**src/sv/gtrav_pkg.sv**
```systemverilog
package gtrav_pkg;

  // Default sizes of the vertex set and the list node store.
  localparam int unsigned DEF_VERTEX_CAP     = 64;
  localparam int unsigned DEF_MAX_LIST_NODES = 256;

  // Fixed field widths.
  localparam int unsigned VTX_W = 6;
  localparam int unsigned NV_W  = 7;
  localparam int unsigned ST_W  = 3;

  // Operation codes; the last one is not used and gives no result.
  localparam logic [1:0] OP_ADD    = 2'd0;
  localparam logic [1:0] OP_WALK   = 2'd1;
  localparam logic [1:0] OP_CLEAR  = 2'd2;
  localparam logic [1:0] OP_UNUSED = 2'd3;

  // Result status codes.
  localparam logic [ST_W-1:0] ST_VISIT     = 3'd0;
  localparam logic [ST_W-1:0] ST_STORED    = 3'd1;
  localparam logic [ST_W-1:0] ST_REJECTED  = 3'd2;
  localparam logic [ST_W-1:0] ST_BAD_START = 3'd3;
  localparam logic [ST_W-1:0] ST_CLEARED   = 3'd4;

  // Classified command passed from the front end to the execution unit.
  typedef struct packed {
    logic [1:0]       op;
    logic [VTX_W-1:0] a;
    logic [VTX_W-1:0] b;
    logic             a_ok;
    logic             b_ok;
  } cmd_t;

  // Execution unit states.
  typedef enum logic [3:0] {
    S_IDLE,
    S_ADD_HA,
    S_ADD_HB_RD,
    S_ADD_HB,
    S_WALK_HEAD,
    S_STEP,
    S_POP,
    S_NODE,
    S_HEAD,
    S_DONE,
    S_REPLY
  } state_t;

endpackage

```
**src/sv/gtrav_front.sv**
```systemverilog
module gtrav_front #(
  parameter int unsigned VERTEX_CAP = gtrav_pkg::DEF_VERTEX_CAP
) (
  input  logic [1:0]                 op,
  input  logic [gtrav_pkg::VTX_W-1:0] first_vertex,
  input  logic [gtrav_pkg::VTX_W-1:0] second_vertex,
  input  logic [gtrav_pkg::NV_W-1:0]  num_vertices,
  input  logic                       in_valid,
  output logic                       push,
  output gtrav_pkg::cmd_t            cmd
);
  import gtrav_pkg::*;

  logic [NV_W-1:0] n_active;

  // Vertices in use are limited by the store size.
  assign n_active = (num_vertices > NV_W'(VERTEX_CAP)) ? NV_W'(VERTEX_CAP) : num_vertices;

  // Range-check both vertices ahead of execution.
  always_comb begin
    cmd.op   = op;
    cmd.a    = first_vertex;
    cmd.b    = second_vertex;
    cmd.a_ok = ({1'b0, first_vertex} < n_active);
    cmd.b_ok = ({1'b0, second_vertex} < n_active);
  end

  // The unused operation code is dropped here and gives no result.
  always_comb begin
    case (op)
      OP_ADD, OP_WALK, OP_CLEAR: push = in_valid;
      default:                   push = 1'b0;
    endcase
  end

endmodule

```
**config.mk**
```make
export PLATFORM = sky130hd
export DESIGN_NAME = gtrav_front
export DESIGN_NICKNAME = d
export VERILOG_FILES = /design/src/sv/gtrav_pkg.sv /design/src/sv/gtrav_front.sv
export SDC_FILE = /design/constraint.sdc
export NUM_CORES = 1
export LEC_CHECK = 0
export ABC_AREA = 1
export BUFFER_PORTS_ARGS = -buffer_cell sky130_fd_sc_hd__buf_4
export CAP_MARGIN = 20
export CORE_AREA = 2 2 39 41
export DETAILED_ROUTE_END_ITERATION = 10
export DIE_AREA = 0 0 41 43
export GPL_TIMING_DRIVEN = 1
export PLACE_DENSITY = 0.72
export RECOVER_POWER = 100
export REMOVE_ABC_BUFFERS = 1
export SETUP_SLACK_MARGIN = 0.4
export SYNTH_ARGS = -nofsm -noshare
export SYNTH_HDL_FRONTEND = slang
export SYNTH_SLANG_ARGS = --single-unit
```
**constraint.sdc**
```tcl
create_clock -name vclk -period 1.7
set_input_delay 0.34 -clock vclk [all_inputs]
set_output_delay 0.34 -clock vclk [all_outputs]
set_load 0.05 [all_outputs]
```
After elaboration in Yosys (flattened, before gate mapping):

Cells that the tools add are included.

* magnitude comparators: 3
* eq/ne operators: 2
* multiplexer cells: 2
* reduce and logical (&&, ||, !) cells: 2

Operator list (count)
* 6-bit by 7-bit < comparator with 1-bit output: 2
* 7-bit greater-than comparator, second input constant: 1
* 7-bit 2-to-1 mux: 1
* 3-bit OR reduction: 1
* 2-bit by 1-bit equality test with 1-bit output, second input constant: 1
* 2-bit equality test, second input constant: 1
* 2-bit zero test: 1
* 1-bit 2-to-1 mux: 1

* bits in registers: 0
* input bits: 22

Depth between registers and ports, before layout:

* depth after elaboration: 3
* gate-level depth with buffers: 14

Least setup slack after synthesis:

No wires, ideal clock.

* path type: input to output
* from: in num_vertices[5] in the netlist's numbering
* to: out cmd[0] in the netlist's numbering
* data arrival time: 1.687 ns
* slack: -0.327 ns
* stages on the path: 12
* cells stage by stage: nor2_1 nand2_1 nor3_1 o21ai_0 ha_1 a21oi_1 nand2_1 nand2_1 nand2_1 nand2_1 nand2_1 nand2_1

RTL lines
* start, declared: line gtrav_front.sv:7 `input logic [gtrav_pkg::NV_W-1:0] num_vertices,`
* end, declared: line gtrav_front.sv:10 `output gtrav_pkg::cmd_t cmd`

==> impl_results.md <==
* Most used cell along the critical path: nand2_1
* Largest net degree at the start of global routing at 6
* PortBufs at 39
* Leak Pwr at 0.361 nW
* P_sw at 0.146 mW
* Critical Path, Cell by Cell: buf_8, nor2_4, nand2_2, nor3_2, o21ai_2, ha_1, a21oi_1, nand2_1, nand2_1, nand2_1, nand2_1, nand2_1, nand2_1, buf_6
* Crit path arrival time at 1.74 ns
* Pint at 0.0859 mW
* DRT iter0 DRCs at 4
* Max incr delay on CP at 0.29 ns
* Die X at 41 µm
* Fin crit share at 122%
* Critical path launch point type: input pin
* Critical Path Fanout Max at 2
* Critical path type: in -> out
* RSZ-0062 raised after global routing: yes
* Hold Crit Class: in -> out
* Hold Worst Slack at 1.07 ns
* Core Util, Final at 45.5%
* Worst slack, placed at -0.504 ns
* Failing checks: negative setup slack
* Setup crit start: num_vertices[5]
* Vias in the first global route at 426
* Cell variety after synth at 9
* Final Power at 0.232 mW
* Core ar. at 0.00138 mm²
* Switching share of power at 62.9%
* MaxCap Viol Count at 0
* Vias at 471
* Row cnt at 14
* Least-Margin Pin Slew at 0.599 ns
* Num sequential at 0
* Setup TNS at -0.742 ns
* ANT nets after route at 0
* Final std cells w/o fill at 111
* Post-DP HPWL at 841 µm
* Post-synthesis sequential area ratio at 0%
* Placed cells at 111
* Synthesized area at 403 µm²
* First-pass GRT wire length at 1650 µm
* Most frequent cells in the layout: nand2_1 (24), buf_4 (21), clkbuf_1 (15)
* Max VDD drop at 171 µV
* Post-CTS setup buffer count at 0
* Initial antenna violation count at 0
* Critical Path RT at 1.36 ns
* Max Clk Rate at 0.480 GHz
* Part of the power in registers at 0%
* Post-Syn Instances at 67
* Max transition margin at 60.2%
* Wire per inst at 8.14 µm
* Layout net count at 129
* Tot GR Track Use at 12.3%
* Multi-input gate area at 290 µm²
* Logic pwr share at 100.0%
* DIE AREA at 0.00176 mm²
* Fillcell total at 161
* Max-slew violations at 0
* Final setup fails at 2
* CP endpoint kind: primary output
* Starting Density at 29.1%
* Number of clock buffers in the layout at 0
* Die height at 43 µm
* Reg area at 0 µm²
* Final wirelength at 903 µm
* Cell Area, Placed at 633 µm²
* Post-route DRC at 0
* Share of layout cells above drive strength 1 at 33.7%
* Clk pwr share at 0%
* Crit path time final at 2.08 ns
* Setup crit end: cmd[1]
* Grt ovf at 0
* Antenna Cells at 0
* Average size of a mapped cell at 6.01 µm²
* Final worst slack at -0.382 ns
* Area Overhead vs Synth at 56.2%
* Ys Warns at 0
* Final Cell Area at 629 µm²
* RD Place Congestion at 0.739
* Status: finished with violations
* Ports at 39
* Commonest non-fill, non-tap cell in the layout: nand2_1
* Pwr/cell area at 368 mW/mm²
* First-pass iteration count of the detailed router at 3
* Hold Fails Final Rpt at 0
* DR vias/cell at 4.24
* Slowest CP cell: ha_1
worst max-delay path: cells and delay by family:
family	cells	cell delay, ns
compound gates	2	0.24
simple gates	9	0.61
fa+ha+maj	1	0.29
buf+inv	2	0.25
power groups by stage:
stage / combinational, mW / clock [mW] / sequential, mW
4_1_cts: 0.249 / 0 / 0
5_1_grt: 0.257 / 0 / 0
3_5_place_dp: 0.237 / 0 / 0
6_report: 0.232 / 0 / 0
2_1_floorplan: 0.0769 / 0 / 0
3_3_place_gp: 0.233 / 0 / 0
worst min-delay path by stage:
| stage | startpoint | endpoint | slack, ns | cells past startpoint |
|---|---|---|---|---|
| 6_report | op[1] | cmd[15] | 1.07 | 2 |
| 3_3_place_gp | op[0] | cmd[14] | 0.94 | 2 |
| 2_1_floorplan | first_vertex[2] | cmd[10] | 0.68 | 0 |
| 5_1_grt | first_vertex[0] | cmd[8] | 1.08 | 2 |
| 4_1_cts | op[0] | cmd[14] | 0.94 | 2 |
| 3_5_place_dp | op[0] | cmd[14] | 0.94 | 2 |
synth_stat cells (all sizes together):
master,instances,area [µm²]
nand2,25,93.8
buf,14,105
ha,10,125
inv,9,33.8
a21oi,4,20.0
nor2,2,7.51
a21boi,1,7.51
nor3,1,5.00
o21ai,1,5.00
logic make-up after synthesis:
kind of cell | count (synthesis) | synth area share, %
AOI/OAI and AO/OA | 6 | 8.07
and+or+nand+nor | 28 | 26.4
adders and majority gates | 10 | 31.1
buffers and inverters | 23 | 34.5
metal layers:
metal	track usage, %	vias to the layer above	share of wire [%]
li1	-	254	-
met3	0	0	8.4
met4	0	0	0
met5	0	-	0
met1	17.4	203	39
met2	21.3	14	53
layout make-up:
type / instances / share of cell area (%)
multi-input cells: 44 / 46.1
inverters: 9 / 5.37
well taps: 16 / 3.18
repair buffers: 42 / 45.3
repair_timing:
action | in CTS | in global routing
pin swaps | 7 | 2
hold buffers | 0 | 0
setup endpoints to repair | 2 | 2
resized for setup | 11 | 4
(Power assumes the default switching activity.)
