## config.mk

```make
export PLATFORM = sky130hd
export DESIGN_NAME = gtrav_queue
export DESIGN_NICKNAME = d
export VERILOG_FILES = /design/src/sv/gtrav_pkg.sv /design/src/sv/gtrav_queue.sv
export SDC_FILE = /design/constraint.sdc
export NUM_CORES = 1
export LEC_CHECK = 0
export ABC_AREA = 1
export CAP_MARGIN = 25
export CORE_ASPECT_RATIO = 1.4
export CORE_UTILIZATION = 45
export CTS_BUF_LIST = sky130_fd_sc_hd__clkbuf_4 sky130_fd_sc_hd__clkbuf_8
export CTS_CLUSTER_SIZE = 40
export DETAILED_ROUTE_END_ITERATION = 7
export DONT_BUFFER_PORTS = 1
export GPL_TIMING_DRIVEN = 0
export PLACE_DENSITY = 0.56
export SETUP_SLACK_MARGIN = 0.2
export SLEW_MARGIN = 0
export SYNTH_ARGS = -nofsm -noshare
export SYNTH_HDL_FRONTEND = slang
export SYNTH_SLANG_ARGS = --single-unit
```

## constraint.sdc

```tcl
create_clock -name clk -period 3.1 [get_ports clk]
set_clock_uncertainty 0.1 [all_clocks]
set_input_delay 0.155 -clock clk [delete_from_list [all_inputs] [get_ports clk]]
set_output_delay 0.155 -clock clk [all_outputs]
set_load 0.03 [all_outputs]
```

## src/sv/gtrav_pkg.sv

```systemverilog
package gtrav_pkg;

  // Default sizes of the vertex set and the list node store.
  localparam int unsigned DEF_VERTEX_CAP     = 64;
  localparam int unsigned DEF_MAX_LIST_NODES = 256;

  // Fixed field widths.
  localparam int unsigned VTX_W = 6;
  localparam int unsigned NV_W  = 7;
  localparam int unsigned ST_W  = 3;

  // Operation codes; the last one is not used and gives no result.
  localparam logic [1:0] OP_ADD    = 2'd0;
  localparam logic [1:0] OP_WALK   = 2'd1;
  localparam logic [1:0] OP_CLEAR  = 2'd2;
  localparam logic [1:0] OP_UNUSED = 2'd3;

  // Result status codes.
  localparam logic [ST_W-1:0] ST_VISIT     = 3'd0;
  localparam logic [ST_W-1:0] ST_STORED    = 3'd1;
  localparam logic [ST_W-1:0] ST_REJECTED  = 3'd2;
  localparam logic [ST_W-1:0] ST_BAD_START = 3'd3;
  localparam logic [ST_W-1:0] ST_CLEARED   = 3'd4;

  // Classified command passed from the front end to the execution unit.
  typedef struct packed {
    logic [1:0]       op;
    logic [VTX_W-1:0] a;
    logic [VTX_W-1:0] b;
    logic             a_ok;
    logic             b_ok;
  } cmd_t;

  // Execution unit states.
  typedef enum logic [3:0] {
    S_IDLE,
    S_ADD_HA,
    S_ADD_HB_RD,
    S_ADD_HB,
    S_WALK_HEAD,
    S_STEP,
    S_POP,
    S_NODE,
    S_HEAD,
    S_DONE,
    S_REPLY
  } state_t;

endpackage

```

## src/sv/gtrav_queue.sv

```systemverilog
module gtrav_queue (
  input  logic            clk,
  input  logic            rst,
  input  logic            wr_en,
  input  gtrav_pkg::cmd_t wr_data,
  output logic            full,
  output logic            rd_valid,
  input  logic            rd_en,
  output gtrav_pkg::cmd_t rd_data
);
  import gtrav_pkg::*;

  cmd_t       mem [2];
  logic       wr_ptr;
  logic       rd_ptr;
  logic [1:0] count;

  assign full     = (count == 2'd2);
  assign rd_valid = (count != 2'd0);
  assign rd_data  = mem[rd_ptr];

  // Two-word queue between front end and execution unit.
  always_ff @(posedge clk) begin
    if (rst) begin
      wr_ptr <= 1'b0;
      rd_ptr <= 1'b0;
      count  <= 2'd0;
    end else begin
      if (wr_en) begin
        wr_ptr <= ~wr_ptr;
      end
      if (rd_en) begin
        rd_ptr <= ~rd_ptr;
      end
      count <= count + 2'(wr_en) - 2'(rd_en);
    end
  end

  always_ff @(posedge clk) begin
    if (wr_en) begin
      mem[wr_ptr] <= wr_data;
    end
  end

endmodule

```

After elaboration in Yosys (flattened, before gate mapping)
Memory sizes are Yosys's and may differ from the RTL's. A register that Yosys moved wholly into a read port is not among the register bits. Index checks and enable logic that the tools add are counted.

Register bits: 4. Memories kept: 1. Output and inout bits: 18. RAM bits: 32.

Memory list: mem (depth 2, width 16, read ports 1, clocked after memory_dff 1, wr ports 1, RTL line gtrav_queue.sv:13) `cmd_t mem [2];`.

Add/subtract/negate cells: 2. Multiplexer cells: 4. Equal/unequal tests: 1. Reduce and logical (&&, ||, !) cells: 1. Bitwise gates (word level): 2.

Operators by type and width (number): two-way mux 1 bit (4); adder 2 x 1 -> 2 bit (1); == test 2 bit (second input constant) (1); NOT 1 bit (2); nonzero test 2 bit (1); subtractor 2 x 1 -> 2 bit (1).

Logic depth before layout (Yosys ltp)
Gate-level depths: netlist of run 1.

Depth after elaboration: 3. Mapped depth: 9. Mapped depth without buffers: 9.

Worst setup path before layout of run 1
Ideal clock, no wire load.

Path kind: register to register. Start point: register wr_ptr. End point: memory mem[0][0] (netlist bit), enable pin. Buffers on the path: 0. Data required time: 2.611 ns. Setup time: 0.389 ns. Slack: 1.594 ns. Arrival: 1.018 ns. Stages on the path, launching flop included: 2. Cells stage by stage: dfxtp_1 nor2_1.

RTL lines: from (decl) (RTL line gtrav_queue.sv:14) `logic wr_ptr;`; from (signal assigned) (RTL line gtrav_queue.sv:30) `wr_ptr <= ~wr_ptr;`; to (decl) (RTL line gtrav_queue.sv:13).

Straight into the memory's write port.

Worst setup path after layout of run 1
Start point: register wr_ptr. End point: memory mem[0][13] (netlist bit), enable pin.

Straight into the memory's write port.

==> flow_metrics.env, run 1 <==
export IMPL_status="completed"
export IMPL_crit_path_cell_trace="nor2_1 > buf_6"
export IMPL_rows=23
export IMPL_clock_sinks=37
export IMPL_htree_levels=2
export IMPL_drt_total_wl_um=1950
export IMPL_drc_errors=0
export IMPL_slew_viol_final=0
export IMPL_end_kind="flip-flop"
export IMPL_syn_cell_area_mm2=0.00143
export IMPL_clk_pin_slew_ns=0.07
export IMPL_finalSetupViolations=0
export IMPL_die_h_um=68.8
export IMPL_synth_seq_area_share_pct=74.0
export IMPL_crit_slowest_cell="nor2_1"
export IMPL_cp_max_fo=9
export IMPL_cp_data_required_time_ns=2.99
export IMPL_ctsRootBufferMaster="clkbuf_8"
export IMPL_antennaDiodeCount=0
export IMPL_first_pass_iters=4
export IMPL_grt_pass1_wl_um=2870
export IMPL_viasPerCell=4.79
export IMPL_crit_path_start_kind="flip-flop"
export IMPL_hold_viol=0
export IMPL_maxCapViolCount=0
export IMPL_p_leak_nw=0.687
export IMPL_syn_nets=103
export IMPL_fin_crit_ns=1.58
export IMPL_synth_cells=81
export IMPL_grt_pass1_vias=672
export IMPL_die_area_mm2=0.00342
export IMPL_ys_ff_latch=37
export IMPL_rsz0062_at_grt="no"
export IMPL_crit_path_max_incr_delay_ns=0.63
export IMPL_wl_per_cell_um=13.2
export IMPL_dpl_cell_count=119
export IMPL_nNetsFinal=132
export IMPL_cts_made_buffers=5
export IMPL_synth_cell_types=14
export IMPL_clockBufferDepth=2
export IMPL_relSlewSlack_pct=46.2
export IMPL_postSynthAreaPerCell_um2=17.7
export IMPL_core_area_mm2=0.00294
export IMPL_layout_commonest_cell="edfxtp_1"
export IMPL_antenna_found_initial=0
export IMPL_tns_ns=0
export IMPL_ir_drop_uv=424
export IMPL_layout_common_cells="32 x edfxtp_1, 21 x dlygate4sd3_1, 10 x mux2_4"
export IMPL_drt_iter0_drc=10
export IMPL_powerDensity_mw_per_mm2=603
export IMPL_tightest_slew_ns=0.804
export IMPL_cts_tree="done"
export IMPL_fin_crit_sh_pct=51.1
export IMPL_critical_path_class="reg2reg"
export IMPL_grt_max_degree=18
export IMPL_port_buffer_count=0
export IMPL_start_util_pct=48.8
export IMPL_die_width_um=49.7
export IMPL_area_growth_pct=24.7
export IMPL_stdcell_count=148
export IMPL_pin_count=38
export IMPL_grt_use_total_pct=13.1
export IMPL_hp_class="in2reg"
export IMPL_cp_arrival_ns=1.48
export IMPL_vias=709
export IMPL_drive_gt1_share_pct=24.3
export IMPL_ys_warn_count=0
export IMPL_ant_nets=0
export IMPL_clk_latency_ns=0.28
export IMPL_place_congestion=0.580
export IMPL_place_hpwl_um=1210
export IMPL_max_freq_mhz=631
export IMPL_grt_overflow_total=0
[logic make-up (layout without fill, tap and decap cells)]
group                      Yosys count  in the layout  synth area share, %
and+or+nand+nor                     14             14                 3.84
adders and majority gates            2              2                 1.74
xor gates and xnor gates             1              1                0.611
DFF                                 37             37                 74.0
buffers and inverters               10             40                 4.28
muxes                               16             16                 15.2
AOI/OAI and AO/OA                    1              1                0.349
[cells in the mapped netlist, drive strengths merged]
library cell,n,area [um^2]
a21oi,1,5.00
buf,2,31.3
dfxtp,5,100
edfxtp,32,961
ha,2,25.0
inv,8,30.0
mux2,16,218
nand2,5,18.8
nand3,1,5.00
nor2,7,26.3
nor3,1,5.00
xnor2,1,8.76
[through the flow]
| step | hold slack (ns) | util (%) | power [mW] | area, um^2 | worst slack [ns] |
|---|---|---|---|---|---|
| final | 0.0878 | 60.9 | 1.08 | 1790 | 1.52 |
| after global routing | 0.126 | 60.9 | 1.13 | 1790 | 1.39 |
| after CTS | 0.00294 | 60.6 | 1.09 | 1780 | 1.48 |
| after detailed placement | 0.131 | 50.8 | 0.747 | 1490 | 1.51 |
| after global placement | 0.128 | 50.4 | 0.742 | 1480 | 1.22 |
| after floorplan | 0.126 | - | 0.729 | 1430 | 1.59 |
[metal layers]
metal | track usage (%) | vias to the layer above | wire length, um
met4 | 9.64 | 0 | 18
met3 | 7.24 | 2 | 129
met1 | 12.0 | 333 | 686
met2 | 21.8 | 29 | 1120
met5 | 0 | - | 0
li1 | - | 345 | -
[power by group]
part           total (mW)  switching (mW)  internal [mW]
logic               0.177           0.106         0.0710
clock network       0.319           0.154          0.164
registers           0.582         0.00797          0.574
total                1.08           0.269          0.809
[critical path: cells and delay by family, from the launching register on]
family                 cells  cell delay (ns)
buffers and inverters      1             0.24
AND/OR/NAND/NOR            1             0.63
flip-flops                 1             0.32
[final cells by class]
cell class              instances  area [um^2]
flip-flops and latches         37         1060
inverters                       8         30.0
plain buffers                   2         31.3
well taps                      37         46.3
clock buffers                   6         76.3
multi-input cells              34          312
fillers                       249         1150
repair buffers                 22          221
clock inverters                 2         10.0
[worst paths after layout]
path | cells past startpoint | start | to | slack [ns]
max | 2 | wr_ptr | mem[0][13] | 1.52
max reg2reg | 2 | wr_ptr | mem[0][13] | 1.52
min | 3 | rd_en | count[1] | 0.09
min reg2reg | 2 | wr_ptr | wr_ptr | 0.42
[repair_timing]
action	in CTS	in global routing
hold endpoints to repair	37	1
setup buffers	0	0
hold buffers	20	1
resized for setup	0	0
[sequential cells by signal (all words and copies together) (netlist names), named ones only]
signal and count:
mem 32, rd_ptr 1, count 2, wr_ptr 1
Power figures use the tool's default switching activity.
==> run 2, diff against run 1 <==
--- a/config.mk
+++ b/config.mk
@@ -14,7 +14,7 @@
 export DETAILED_ROUTE_END_ITERATION = 7
 export DONT_BUFFER_PORTS = 1
 export GPL_TIMING_DRIVEN = 0
-export PLACE_DENSITY = 0.56
+export PLACE_DENSITY = 0.58
 export SETUP_SLACK_MARGIN = 0.2
 export SLEW_MARGIN = 0
 export SYNTH_ARGS = -nofsm -noshare
==> constraint.sdc (replaced) <==
create_clock -name clk -period 1.4 [get_ports clk]
set_clock_uncertainty 0.1 [all_clocks]
set_input_delay 0.07 -clock clk [delete_from_list [all_inputs] [get_ports clk]]
set_output_delay 0.07 -clock clk [all_outputs]
set_load 0.03 [all_outputs]
==> run 2 against run 1 <==
Effect of this change: the run now ends with negative setup slack left; first-iteration DRC count grew 120%; highest routed layer unchanged; wire length is 6.0% higher; worst setup slack lost 1.5 ns; critical path type is now reg2out; global-route usage up 0.67 points; combinational power increased to 2.9 times the previous value; utilization is 5.5 points higher; cell count increased by 4.7%.
==> flow_metrics.env, run 2 (same netlist as run 1, synthesis figures left out) <==
export IMPL_status="finished with violations"
export IMPL_violations="negative setup slack"
export IMPL_ant_nets=0
export IMPL_drt_total_wl_um=2070
export IMPL_grt_max_degree=18
export IMPL_viasPerCell=4.70
export IMPL_cts_tree="done"
export IMPL_largest_register_ffs=32
export IMPL_hp_class="in2reg"
export IMPL_critical_path_class="reg2out"
export IMPL_relSlewSlack_pct=86.0
export IMPL_finalPower_mw=2.50
export IMPL_die_width_um=49.7
export IMPL_reg2reg_from="count[0]"
export IMPL_cp_arrival_ns=1.24
export IMPL_end_kind="primary output"
export IMPL_drc_errors=0
export IMPL_fin_crit_ns=1.41
export IMPL_clk_pin_slew_ns=0.07
export IMPL_hold_depth=4
export IMPL_ff2ff_path_depth=8
export IMPL_start_util_pct=48.8
export IMPL_antenna_found_initial=0
export IMPL_vias=728
export IMPL_max_freq_mhz=707
export IMPL_cts_made_buffers=5
export IMPL_area_growth_pct=36.0
export IMPL_p_leak_nw=0.752
export IMPL_hold_viol=0
export IMPL_place_hpwl_um=1260
export IMPL_htree_levels=2
export IMPL_crit_path_start_kind="flip-flop"
export IMPL_place_ws_ns=-0.0354
export IMPL_slew_viol_final=0
export IMPL_die_area_mm2=0.00342
export IMPL_rsz0062_at_grt="yes"
export IMPL_clock_sinks=37
export IMPL_cp_max_fo=10
export IMPL_fin_crit_sh_pct=101
export IMPL_layout_commonest_cell="edfxtp_1"
export IMPL_clockBufferDepth=2
export IMPL_whs_endpoint="wr_ptr"
export IMPL_antennaDiodeCount=0
export IMPL_grt_overflow_total=0
export IMPL_cp_data_required_time_ns=1.23
export IMPL_core_area_mm2=0.00294
export IMPL_ir_drop_uv=942
export IMPL_powerDensity_mw_per_mm2=1280
export IMPL_largest_register="mem"
export IMPL_die_h_um=68.8
export IMPL_dpl_cell_count=118
export IMPL_nNetsFinal=139
export IMPL_rows=23
export IMPL_tightest_slew_ns=0.210
export IMPL_rrSetupSlack_ns=0.12
export IMPL_biggestRegsByFlops="mem x32, count x2"
export IMPL_maxCapViolCount=0
export IMPL_drt_iter0_drc=22
export IMPL_layout_common_cells="32 x edfxtp_1, 18 x dlygate4sd3_1, 15 x mux2_4"
export IMPL_clk_latency_ns=0.28
export IMPL_setup_slack_ns=-0.0145
export IMPL_stdcell_count=155
export IMPL_wl_per_cell_um=13.4
export IMPL_place_congestion=0.636
export IMPL_port_buffer_count=0
export IMPL_first_pass_iters=2
export IMPL_ctsRootBufferMaster="clkbuf_8"
export IMPL_finalSetupViolations=10
export IMPL_min_from="wr_en"
export IMPL_drive_gt1_share_pct=43.2
export IMPL_grt_pass1_vias=740
export IMPL_grt_use_total_pct=13.7
export IMPL_grt_pass1_wl_um=3190
export IMPL_worstReg2RegEnd="count[1]"
export IMPL_pin_count=38
## run 2: cell count changes in the layout (fill, tap and decap cells not counted), sizes merged
cell,delta
buf,+9
clkinvlp,+1
dlygate4sd3,-3
dlymetal6s4s,+1
inv,-1
## run 2: worst max-delay path, stage by stage (launching register included)
cell	delay, ns
dfxtp_2	0.33
buf_6	0.13
buf_12	0.14
mux2_4	0.36
## run 2: what timing repair did
action | in CTS | in global routing
resized for setup | 9 | 6
setup buffers | 8 | 2
hold buffers | 19 | 0
pin swaps | 4 | 1
gates cloned | 0 | 0
endpoints found under the setup margin | 51 | 19
endpoints found under the hold margin | 37 | 0
## run 2: per-stage QoR
| step | instance area, um^2 | hold WS, ns | util, % | TNS, ns |
|---|---|---|---|---|
| finish | 1950 | 0.0907 | 66.5 | -0.118 |
| global route | 1950 | 0.112 | 66.5 | -0.524 |
| CTS | 1920 | 0.0812 | 65.4 | -0.243 |
| detailed placement | 1520 | 0.0360 | 51.7 | -0.558 |
| global placement | 1520 | 0.0359 | 51.7 | -0.463 |
| floorplan | 1470 | 0.0338 | - | 0 |
## run 2: worst max-delay path by stage
stage | endpoint | cells after the start | startpoint | slack (ns)
6_report | rd_data[14] | 3 | flip-flop | -0.01
5_1_grt | rd_data[9] | 3 | flip-flop | -0.05
4_1_cts | rd_data[14] | 3 | flip-flop | -0.03
3_5_place_dp | mem[1][5] | 2 | wr_ptr | -0.04
3_3_place_gp | mem[1][10] | 2 | wr_ptr | -0.03
2_1_floorplan | mem[1][0] | 2 | wr_ptr | 0.16
## run 2: layer usage
metal  global-route usage (%)  vias to the layer above  part of all wire, %
met1                     14.3                      335                   42
li1                         -                      359                    -
met3                     5.70                        6                  6.2
met2                     22.6                       28                   49
met5                        0                        -                    0
met4                     9.64                        0                  2.7
## run 2: final cells by class
type / count / area, um^2
sequential: 37 / 1060
fill: 217 / 985
buffer: 2 / 31.3
timing repair buffer: 29 / 305
clock buffer: 6 / 76.3
multi-input combinational: 34 / 382
clock inverter: 2 / 10.0
tap: 37 / 46.3
inverter: 8 / 36.3
## run 2: report_power, final
part,switching (mW),leakage [nW],total (mW),internal [mW]
clock,0.334,0.0484,0.697,0.363
sequential,0.0226,0.343,1.29,1.27
combinational,0.272,0.361,0.505,0.233
total,0.629,0.752,2.50,1.87
